File: config.mk
export PLATFORM = sky130hd
export DESIGN_NAME = acfc_lane
export DESIGN_NICKNAME = d
export VERILOG_FILES = /design/src/hw/rtl/acfc_pkg.sv /design/src/hw/rtl/acfc_lane.sv
export SDC_FILE = /design/constraint.sdc
export NUM_CORES = 1
export LEC_CHECK = 0
export ABC_AREA = 1
export BUFFER_PORTS_ARGS = -buffer_cell sky130_fd_sc_hd__buf_2
export CAP_MARGIN = 10
export CORE_ASPECT_RATIO = 0.7
export CORE_MARGIN = 2
export CORE_UTILIZATION = 43
export DETAILED_ROUTE_END_ITERATION = 8
export HOLD_SLACK_MARGIN = 0.1
export PLACE_DENSITY = 0.68
export SYNTH_ARGS = -nofsm -noshare
export SYNTH_HDL_FRONTEND = slang
export SYNTH_SLANG_ARGS = --single-unit
File: constraint.sdc
create_clock -name clk -period 4.8 [get_ports clk]
set_input_delay 0.96 -clock clk [delete_from_list [all_inputs] [get_ports clk]]
set_output_delay 0.96 -clock clk [all_outputs]
set_load 0.005 [all_outputs]
File: src/hw/rtl/acfc_pkg.sv
// shared types and constants for the armed channel firing controller
// no dependencies; imported by the interfaces and every rtl module
package acfc_pkg;

	// default channel count for the top level parameter
	localparam int NUM_CHANNELS_DEF = 8;

	// payload field widths
	localparam int OP_W    = 3;
	localparam int TIME_W  = 32;
	localparam int MASK_W  = 8;
	localparam int SEL_W   = 3;
	localparam int TICKS_W = 16;
	localparam int WIN_W   = 8;
	localparam int PHASE_W = 10;

	// configuration port
	localparam int CFG_IDX_W  = 2;
	localparam int CFG_DATA_W = 16;

	localparam logic [CFG_IDX_W-1:0] REG_PULSE_TICKS = 2'd0;
	localparam logic [CFG_IDX_W-1:0] REG_IDENT_TICKS = 2'd1;
	localparam logic [CFG_IDX_W-1:0] REG_TIME_WINDOW = 2'd2;

	// register reset values
	localparam logic [TICKS_W-1:0] PULSE_TICKS_RST = 16'd1000;
	localparam logic [TICKS_W-1:0] IDENT_TICKS_RST = 16'd2000;
	localparam logic [WIN_W-1:0]   TIME_WINDOW_RST = 8'd5;

	// last millisecond phase of a second
	localparam logic [PHASE_W-1:0] PHASE_LAST = 10'd999;

	// item operation codes
	typedef enum logic [OP_W-1:0] {
		OP_TICK     = 3'd0,
		OP_ARM      = 3'd1,
		OP_DISARM   = 3'd2,
		OP_RATE_LO  = 3'd3,
		OP_RATE_HI  = 3'd4,
		OP_IDENTIFY = 3'd5,
		OP_PING     = 3'd6,
		OP_FIRE     = 3'd7
	} acfc_op_t;

	// per-channel control from the core to a channel lane
	typedef struct packed {
		logic               tick;
		logic               fire;
		logic [TICKS_W-1:0] len;
		logic [TIME_W-1:0]  stamp;
	} acfc_lane_ctl_t;

	// a zero length counts as one tick
	function automatic logic [TICKS_W-1:0] at_least_one(input logic [TICKS_W-1:0] v);
		at_least_one = (v == '0) ? TICKS_W'(1) : v;
	endfunction

endpackage

File: src/hw/rtl/acfc_lane.sv
// one firing channel: pulse timer, fire counter and last fire time stamp
// depends on acfc_pkg; instantiated by armed_channel_firing_controller_core
module acfc_lane import acfc_pkg::*; (
	input  logic              clk,
	input  logic              arst_n,
	input  acfc_lane_ctl_t    ctl,
	output logic              line_nx,
	output logic [TIME_W-1:0] count_nx,
	output logic [TIME_W-1:0] stamp_nx
);

	logic [TICKS_W-1:0] pulse_q, pulse_nx;
	logic [TIME_W-1:0]  count_q;
	logic [TIME_W-1:0]  stamp_q;

	// countdown on ticks, restart and count on fire
	always_comb begin
		pulse_nx = pulse_q;
		count_nx = count_q;
		stamp_nx = stamp_q;
		if (ctl.tick && pulse_q != '0) begin
			pulse_nx = pulse_q - TICKS_W'(1);
		end
		if (ctl.fire) begin
			pulse_nx = ctl.len;
			count_nx = count_q + TIME_W'(1);
			stamp_nx = ctl.stamp;
		end
		// the line is high exactly while its timer runs
		line_nx = (pulse_nx != '0);
	end

	always_ff @(posedge clk or negedge arst_n) begin
		if (!arst_n) begin
			pulse_q <= '0;
			count_q <= '0;
			stamp_q <= '0;
		end else begin
			pulse_q <= pulse_nx;
			count_q <= count_nx;
			stamp_q <= stamp_nx;
		end
	end

endmodule

==> results of run 1 <==
## synth_stat cells, drive strengths merged, types with 4 or more instances
master  instances  area share (%)
nor2           50             5.3
or2             9             1.3
nand2         230              21
xor2           26             5.4
inv            49             4.5
nand3          40             5.4
nand4           6            0.89
xnor2           7             1.4
nor4            5             1.0
o21ai           4            0.47
dfrtp          80              47
clkbuf          5            0.44
nand3b          5            0.89
buf            10             1.8
nor3            8             1.1
## per-layer routing
layer / GRT usage, % / share of wire [%]
met3: 6.675 / 7.5
met5: 0 / 0
met4: 4.911 / 0.80
met2: 28.69 / 41
met1: 30.38 / 50
## final timing paths
path / end / slack [ns] / cells past startpoint
max: line_nx / 1.29 / 12
min: count_q[31]$_DFF_PN0_ / 0.46 / 1
max reg2reg: pulse_q[12]$_DFF_PN0_ / 2.90 / 9
min in group asynchronous: count_q[28]$_DFF_PN0_ / 0.77 / 1
min reg2reg: count_q[31]$_DFF_PN0_ / 0.46 / 1
max in group asynchronous: count_q[15]$_DFF_PN0_ / 3.36 / 1
## cell type report
| class | count | area (um2) | area share, % |
|---|---|---|---|
| clock buffers | 11 | 242.7 | 4.674 |
| clock inverters | 5 | 63.81 | 1.229 |
| inverters | 49 | 191.4 | 3.686 |
| multi-input cells | 395 | 1943 | 37.41 |
| flip-flops and latches | 80 | 2002 | 38.54 |
| well taps | 128 | 160.2 | 3.084 |
| repair buffers | 117 | 590.6 | 11.37 |
## flip-flops by register name (all words and copies together), names as in the netlist
register,count
count_q,32
stamp_q,32
pulse_q,16
## cell families after synthesis
group / Yosys count
buf+inv: 64
xor+xnor: 33
fa+ha+maj: 3
compound gates: 4
simple gates: 355
flops: 80
## critical path, delay by kind of cell, from the launching register on
family	cells	cell delay, ns
adders and majority gates	1	0.35
and+or+nand+nor	9	1.17
buffers and inverters	2	0.30
DFF	1	0.38
## stage by stage
step           setup WS, ns  cells  utilization, %  total power [W]
3_5_place_dp          1.368    769           50.66         0.001127
2_1_floorplan         1.745    539               -        0.0009863
4_1_cts               1.285    785           53.84         0.001842
5_1_grt               1.044    785           53.84         0.001927
6_report              1.289    785           53.84         0.001828
3_3_place_gp          1.397    769           50.66         0.001121
## where the power goes
part           switching (W)  internal (W)  total (W)
clock network       0.000291      0.000421   0.000712
registers          0.0000550      0.000742   0.000797
logic               0.000193      0.000127   0.000319
==> run_results.csv, run 1 <==
group,metric,value,unit
outcome,status,"complete, no violations",
run,cap_violations,0,
clock_network,hold_buffers,0,
setup_path,path_common_cell,"nand2_1",
layout,n_antenna_cell,0,
synthesis,seq_area_frac_synth,47.30,%
floorplan,start_util,43.88,%
setup_path,cp-startpoint,"pulse_q[0]$_DFF_PN0_",
clock_network,cts_resized,0,
synthesis,synth_adder_area_share,0.8868,%
sta,holdWs,0.4626,ns
clock_network,root_buffer,"clkbuf_16",
setup_path,timing.rr.start,"pulse_q[0]$_DFF_PN0_",
synthesis,ys.flop_type,"dfrtp_1",
worst_hold_path,holdCritPathClass,"reg2reg",
clock_network,cts_tree,"done",
sta,max_slew_margin,32.76,%
pwr,ir_drop,0.2226,mV
synthesis,synth_mux_area_share,0,%
layout,finish.instance_area,5194,um2
placed_design,io_buffers,116,
global_route,grt_usage,20.44,%
setup_path,slowest_stage,"dfrtp_1",
sta,finalCriticalPeriod,3.511,ns
global_route,grt_pass1_vias,3545,
global_route,gr-total-overflow,0,
synthesis,ys_ff_latch,80,
layout,area.growth.synth_to_final,22.70,%
floorplan,coreArea,9647,um2
floorplan,die_w,122.6,um
global_route,antenna_found_initial,0,
synthesis,synthCells,539,
routing,wl_per_cell,13.06,um
pwr,p_per_area,351.9,nW/um2
clock_network,htree_levels,3,
setup_path,crit_path_end_kind,"primary output",
sta,worst_pin_slew,1.009,ns
layout,nets,707,
sta,finalHoldViolCount,0,
worst_hold_path,hp-start,"count_q[31]$_DFF_PN0_",
sta,tns,0,ns
layout,mostFrequentLayoutCells,"222 x nand2_1, 115 x buf_2, 80 x dfrtp_1, 47 x inv_1, 43 x nor2_1",
synthesis,synth_top_family_by_area,"simple AND/OR/NAND/NOR gates",
pwr,power.leakage,2.903,nW
synthesis,async_flop_share,100.0,%
synthesis,syn_area,4233,um2
setup_path,cp_slowest_stage_delay,0.38,ns
setup_path,crit_type,"reg2out",
synthesis,synth-compound-area-share,0.4730,%
synthesis,synth_xor_area_share,6.828,%
setup_path,critPathLaunchType,"flip-flop",
synthesis,ys.warnings.count,0,
routing,ant_nets,0,
floorplan,dieArea,10670,um2
sta,drv_slew,0,
placed_design,placedInstanceArea,4887,um2
layout,drive_gt1_share,25.27,%
routing,routed-via-count,3727,
synthesis,synthesis.nets,594,
clock_network,clk_pin_slew,0.06,ns
synthesis,synth_area_per_cell,7.853,um2
clock_network,post_cts_buffers,0,
sta,fmax,284.8,MHz
synthesis,synth_cell_types,32,
routing,vias_per_cell,4.748,
sta,skew,0.005182,ns
layout,fill_cells,927,
routing,routed_wl,10.25,mm
global_route,grt_max_degree,81,
routing,drcViolationCount,0,
synthesis,synth-simple-area-share,37.72,%
setup_path,worstPathCellList,"inv_1 > ha_1 > nand2_1 > nor3_1 > nand3_1 > nand2_1 > nand3_1 > nand2_1 > nand2_1 > nor2_1 > nand3_1 > buf_2",
floorplan,pin_count,117,
floorplan,die_h,87.01,um
layout,mostFrequentLayoutCell,"nand2_1",
clock_network,clock-sinks,80,
clock_network,cts_inserted_buffers,9,
setup_path,cp_data_required_time,3.84,ns
routing,drt_iter0_markers,237,
global_route,grt_first_pass_wirelength,16.99,mm
sta,period_share,73.15,%
setup_path,crit_fanout,7,
placed_design,routabilityCongestion,0.8728,
sta,rsz0062_at_grt,"no",
setup_path,arrival,2.55,ns
sta,setup_violations,0,
floorplan,rows,30,
placed_design,dp_hpwl,7.348,mm
clock_network,clk_latency,0.34,ns
clock_network,cts.path.max_buffers,2,
routing,dr.pass1.iters,5,
synthesis,synth-edff-count,0,
Power figures use the tool's default switching activity.
==> inputs of run 2 (changes only) <==
==> constraint.sdc (replaced) <==
create_clock -name clk -period 3.6 [get_ports clk]
set_input_delay 0.72 -clock clk [delete_from_list [all_inputs] [get_ports clk]]
set_output_delay 0.72 -clock clk [all_outputs]
set_load 0.005 [all_outputs]
==> run 2 against run 1 <==
Net effect: sequential share of layout area decreased by 0.065 points; sequential cell count unchanged; clock power increased by 32%; sequential power increased by 33%; worst hold slack got worse by 0.00076 ns; critical path type unchanged; largest cell class unchanged; largest power group unchanged.
==> run_results.csv, run 2 (synthesis results as in run 1) <==
group,metric,value,unit
outcome,status,"complete, no violations",
routing,dr.pass1.iters,4,
layout,nets,708,
clock_network,clk_pin_slew,0.06,ns
sta,setup_violations,0,
pwr,totalPowerFinal,0.002429,W
floorplan,rows,30,
sta,period_share,88.36,%
clock_network,cts.path.max_buffers,2,
layout,mostFrequentLayoutCell,"nand2_1",
routing,wl_per_cell,12.97,um
sta,finalHoldViolCount,0,
setup_path,crit_type,"reg2out",
placed_design,dp_hpwl,7.436,mm
routing,routed_wl,10.19,mm
global_route,grt_first_pass_wirelength,17.34,mm
clock_network,root_buffer,"clkbuf_16",
routing,routed-via-count,3747,
sta,rsz0062_at_grt,"no",
worst_hold_path,holdCritPathClass,"reg2reg",
setup_path,path_common_cell,"nand2_1",
floorplan,dieArea,10670,um2
sta,finalCriticalPeriod,3.181,ns
clock_network,cts_resized,0,
clock_network,htree_levels,3,
routing,drcViolationCount,0,
clock_network,cts_inserted_buffers,9,
floorplan,pin_count,117,
clock_network,clock-sinks,80,
routing,ant_nets,0,
run,cap_violations,0,
clock_network,hold_buffers,0,
setup_path,crit_fanout,16,
sta,tns,0,ns
sta,drv_slew,0,
floorplan,start_util,43.88,%
global_route,gr-total-overflow,0,
routing,drt_iter0_markers,207,
clock_network,clk_latency,0.34,ns
sta,max_slew_margin,32.86,%
floorplan,die_h,87.01,um
sta,skew,0.006255,ns
clock_network,post_cts_buffers,0,
floorplan,die_w,122.6,um
layout,n_antenna_cell,0,
layout,area.growth.synth_to_final,22.91,%
sta,fmax,314.4,MHz
layout,drive_gt1_share,25.38,%
global_route,grt_max_degree,81,
layout,instances_no_fill,786,
setup_path,slowest_stage,"dfrtp_1",
placed_design,place_inst,770,
setup_path,critPathLaunchType,"flip-flop",
floorplan,coreArea,9647,um2
setup_path,arrival,2.46,ns
sta,worst_pin_slew,1.007,ns
placed_design,io_buffers,116,
setup_path,cp_slowest_stage_delay,0.38,ns
placed_design,routabilityCongestion,0.9018,
setup_path,cp_data_required_time,2.88,ns
pwr,p_per_area,466.9,nW/um2
pwr,ir_drop,0.3031,mV
global_route,antenna_found_initial,0,
layout,mostFrequentLayoutCells,"222 x nand2_1, 115 x buf_2, 80 x dfrtp_1, 47 x inv_1, 43 x nor2_1",
layout,fill_cells,913,
setup_path,crit_path_end_kind,"primary output",
global_route,grt_usage,20.79,%
layout,largestRegisters,"count_q: 32 flops, stamp_q: 32 flops, pulse_q: 16 flops",
routing,vias_per_cell,4.767,
clock_network,cts_tree,"done",
layout,finish.utilization,53.93,%
setup_path,worstPathCellList,"inv_1 > ha_1 > nand2_1 > nor2_1 > nand2_2 > nand2_4 > inv_2 > nand2_1 > nand3_1 > o21ai_1 > nand2_1 > nor2_1 > nand3_1 > buf_2",
global_route,grt_pass1_vias,3679,
pwr,power.leakage,2.905,nW
-- run 2: final timing paths --
check | startpoint | to | slack [ns] | depth (start not counted)
hold / removal | count_q[31]$_DFF_PN0_ | count_q[31]$_DFF_PN0_ | 0.46 | 1
max in group asynchronous | arst_n | stamp_q[29]$_DFF_PN0_ | 2.40 | 1
hold reg to reg | count_q[31]$_DFF_PN0_ | count_q[31]$_DFF_PN0_ | 0.46 | 1
min in group asynchronous | arst_n | count_q[26]$_DFF_PN0_ | 0.54 | 1
setup / recovery | pulse_q[0]$_DFF_PN0_ | line_nx | 0.42 | 14
setup reg to reg | count_q[0]$_DFF_PN0_ | count_q[28]$_DFF_PN0_ | 1.72 | 10
-- run 2: critical path, delay by kind of cell, from the launching register on --
| kind | cells | cell delay [ns] |
|---|---|---|
| buffers and inverters | 3 | 0.41 |
| DFF | 1 | 0.38 |
| adders and majority gates | 1 | 0.17 |
| and+or+nand+nor | 9 | 1.06 |
| AOI/OAI and AO/OA | 1 | 0.11 |
-- run 2: layout make-up --
| cell class | instances | area (um2) | share of cell area [%] |
|---|---|---|---|
| Sequential cell | 80 | 2002 | 38.48 |
| Multi-Input combinational cell | 395 | 1943 | 37.35 |
| Timing Repair Buffer | 118 | 598.1 | 11.50 |
| Clock buffer | 11 | 242.7 | 4.666 |
| Inverter | 49 | 191.4 | 3.680 |
| Tap cell | 128 | 160.2 | 3.078 |
| Clock inverter | 5 | 65.06 | 1.251 |
-- run 2: through the flow --
| stage | instance area [um2] | setup slack (ns) | hold slack, ns |
|---|---|---|---|
| after global placement | 4895 | 0.7225 | 0.4470 |
| final | 5202 | 0.4191 | 0.4618 |
| after floorplan | 4233 | 1.025 | 0.4244 |
| after CTS | 5202 | 0.3835 | 0.4694 |
| after detailed placement | 4895 | 0.6744 | 0.4547 |
| after global routing | 5202 | 0.1669 | 0.4896 |
-- run 2: metal layers --
metal	vias to the layer above	part of all wire [%]	global-route usage [%]
met2	102	42	29.70
li1	1900	-	-
met4	0	1.2	5.016
met1	1734	50	30.60
met3	11	6.5	6.610
met5	-	0	0
-- run 2: power breakdown --
| group | internal, W | switching (W) | total [W] |
|---|---|---|---|
| Combinational | 0.000169 | 0.000256 | 0.000426 |
| Clock | 0.000562 | 0.000379 | 0.000942 |
| Sequential | 0.000989 | 0.0000727 | 0.00106 |
==> inputs of run 3 (changes only) <==
--- a/config.mk
+++ b/config.mk
@@ -8,12 +8,14 @@
 export ABC_AREA = 1
 export BUFFER_PORTS_ARGS = -buffer_cell sky130_fd_sc_hd__buf_2
 export CAP_MARGIN = 10
-export CORE_ASPECT_RATIO = 0.7
+export CORE_ASPECT_RATIO = 0.8
 export CORE_MARGIN = 2
 export CORE_UTILIZATION = 43
 export DETAILED_ROUTE_END_ITERATION = 8
 export HOLD_SLACK_MARGIN = 0.1
 export PLACE_DENSITY = 0.68
+export REMOVE_ABC_BUFFERS = 1
+export SLEW_MARGIN = 20
 export SYNTH_ARGS = -nofsm -noshare
 export SYNTH_HDL_FRONTEND = slang
 export SYNTH_SLANG_ARGS = --single-unit
==> run 3 against run 2 <==
Net effect: clock-buffer cell count fell by 2; worst hold slack got worse by 0.032 ns; sequential cell count did not move; worst setup slack got worse by 0.0025 ns; via count fell by 1.5%; first-iteration DRC count fell by 17%; total power rose by 1.0%; die area barely moved; clock skew rose by 0.00057 ns; critical path depth did not move; combinational power fell by 1%; largest cell class unchanged; highest routed layer unchanged.
==> run_results.csv, run 3 (synthesis results as in run 1) <==
group,metric,value,unit
clock_network,cts_resized,0,
layout,nets,708,
routing,drcViolationCount,0,
run,cap_violations,0,
setup_path,path_common_cell,"nand2_1",
layout,finish.instance_area,5204,um2
clock_network,clk_latency,0.33,ns
layout,mostFrequentLayoutCells,"222 x nand2_1, 115 x buf_2, 80 x dfrtp_1, 47 x inv_1, 43 x nor2_1",
sta,max_slew_margin,52.70,%
routing,vias_per_cell,4.755,
setup_path,arrival,2.46,ns
global_route,grt_max_degree,81,
clock_network,hold_buffers,0,
setup_path,worstPathCellList,"inv_1 > ha_1 > nand2_1 > nor2_1 > nand2_2 > nand2_4 > inv_2 > nand2_1 > nand3_1 > o21ai_1 > nand2_1 > nor2_1 > nand3_1 > buf_2",
clock_network,post_cts_buffers,0,
global_route,grt_pass1_vias,3604,
pwr,power.leakage,2.919,nW
setup_path,slowest_stage,"dfrtp_1",
routing,routed-via-count,3690,
sta,setup_violations,0,
setup_path,crit_type,"reg2out",
layout,largestRegisters,"count_q: 32 flops, stamp_q: 32 flops, pulse_q: 16 flops",
sta,fmax,314.1,MHz
setup_path,cp_data_required_time,2.88,ns
sta,rsz0062_at_grt,"no",
floorplan,die_w,114.9,um
floorplan,coreArea,9609,um2
sta,worst_pin_slew,0.7095,ns
setup_path,crit_path_end_kind,"primary output",
routing,routed_wl,9.624,mm
floorplan,start_util,44.05,%
pwr,totalPowerFinal,0.002454,W
clock_network,cts_inserted_buffers,9,
routing,dr.pass1.iters,4,
placed_design,pre_cts_ws,0.6636,ns
sta,drv_slew,0,
sta,tns,0,ns
routing,ant_nets,0,
worst_hold_path,holdCritPathClass,"in2async",
layout,drive_gt1_share,25.42,%
global_route,antenna_found_initial,0,
layout,n_antenna_cell,0,
setup_path,path_delay_family,"simple AND/OR/NAND/NOR gates",
placed_design,routabilityCongestion,0.8530,
global_route,grt_usage,19.37,%
clock_network,root_buffer,"clkbuf_16",
placed_design,io_buffers,116,
clock_network,cts.path.max_buffers,2,
sta,finalHoldViolCount,0,
sta,finalCriticalPeriod,3.183,ns
setup_path,crit_fanout,16,
clock_network,clk_pin_slew,0.06,ns
placed_design,dp_hpwl,6.976,mm
layout,area.growth.synth_to_final,22.94,%
setup_path,critPathLaunchType,"flip-flop",
clock_network,htree_levels,3,
global_route,grt_first_pass_wirelength,16.44,mm
floorplan,rows,32,
routing,wl_per_cell,12.40,um
layout,mostFrequentLayoutCell,"nand2_1",
setup_path,cp_num_buf_inv,3,
floorplan,die_h,92.74,um
pwr,p_per_area,471.5,nW/um2
pwr,ir_drop,0.3528,mV
global_route,gr-total-overflow,0,
clock_network,cts_tree,"done",
layout,fill_cells,931,
setup_path,cp_slowest_stage_delay,0.37,ns
sta,timing.final.ws_setup,0.4166,ns
sta,skew,0.006823,ns
outcome,status,"complete, no violations",
sta,period_share,88.43,%
floorplan,dieArea,10660,um2
clock_network,clock-sinks,80,
floorplan,pin_count,117,
routing,drt_iter0_markers,171,
placed_design,placedInstanceArea,4883,um2
[run 3: cell count changes in the layout (fill, tap and decap cells not counted)]
cell | before | now
buf_6 | 0 | 1
clkbuf_8 | 1 | 0
clkinv_2 | 0 | 1
inv_8 | 2 | 1
clkbuf_1 | 1 | 0
buf_4 | 3 | 2
clkinvlp_4 | 2 | 0
bufinv_16 | 1 | 2
inv_6 | 0 | 2
[run 3: area by class of cell]
type / count / area, um2 / share of cell area [%]
Clock inverter: 6 / 91.34 / 1.755
Multi-Input combinational cell: 395 / 1943 / 37.34
Timing Repair Buffer: 118 / 601.8 / 11.57
Clock buffer: 9 / 225.2 / 4.328
Sequential cell: 80 / 2002 / 38.47
Inverter: 49 / 191.4 / 3.679
Tap cell: 119 / 148.9 / 2.861
[run 3: worst register-to-register path: cells and delay by family (launching register included)]
kind	cells	cell delay, ns
and+or+nand+nor	7	1.01
DFF	1	0.39
adders and majority gates	1	0.20
xor gates and xnor gates	1	0.14
buffers and inverters	1	0.06
[run 3: power breakdown]
group / switching [W] / internal (W)
logic: 0.000251 / 0.000170
clock network: 0.000363 / 0.000608
registers: 0.0000721 / 0.000989
total: 0.000686 / 0.00177
[run 3: worst paths after layout]
check,slack (ns),from,cells past startpoint,endpoint
min in group clk,0.46,count_q[31]$_DFF_PN0_,1,count_q[31]$_DFF_PN0_
worst max-delay path,0.42,pulse_q[0]$_DFF_PN0_,14,line_nx
worst max register to register,1.69,count_q[0]$_DFF_PN0_,10,count_q[28]$_DFF_PN0_
worst min-delay path,0.43,arst_n,1,stamp_q[10]$_DFF_PN0_
worst min register to register,0.46,count_q[31]$_DFF_PN0_,1,count_q[31]$_DFF_PN0_
max in group asynchronous,2.70,arst_n,1,count_q[2]$_DFF_PN0_
[run 3: per-layer routing]
layer | share of wire [%] | track usage (%) | vias to the layer above
met1 | 47 | 27.10 | 1679
li1 | - | - | 1891
met5 | 0 | 0 | -
met3 | 6.1 | 4.974 | 14
met2 | 45 | 29.31 | 106
met4 | 1.5 | 6.426 | 0
[run 3: metrics by stage]
| stage | hold slack [ns] | util [%] | std cells |
|---|---|---|---|
| after detailed placement | 0.4490 | 50.82 | 761 |
| after floorplan | 0.4244 | - | 524 |
| after global routing | 0.4875 | 54.15 | 776 |
| after global placement | 0.4457 | 50.82 | 761 |
| final | 0.4294 | 54.15 | 776 |
| after CTS | 0.4652 | 54.11 | 776 |
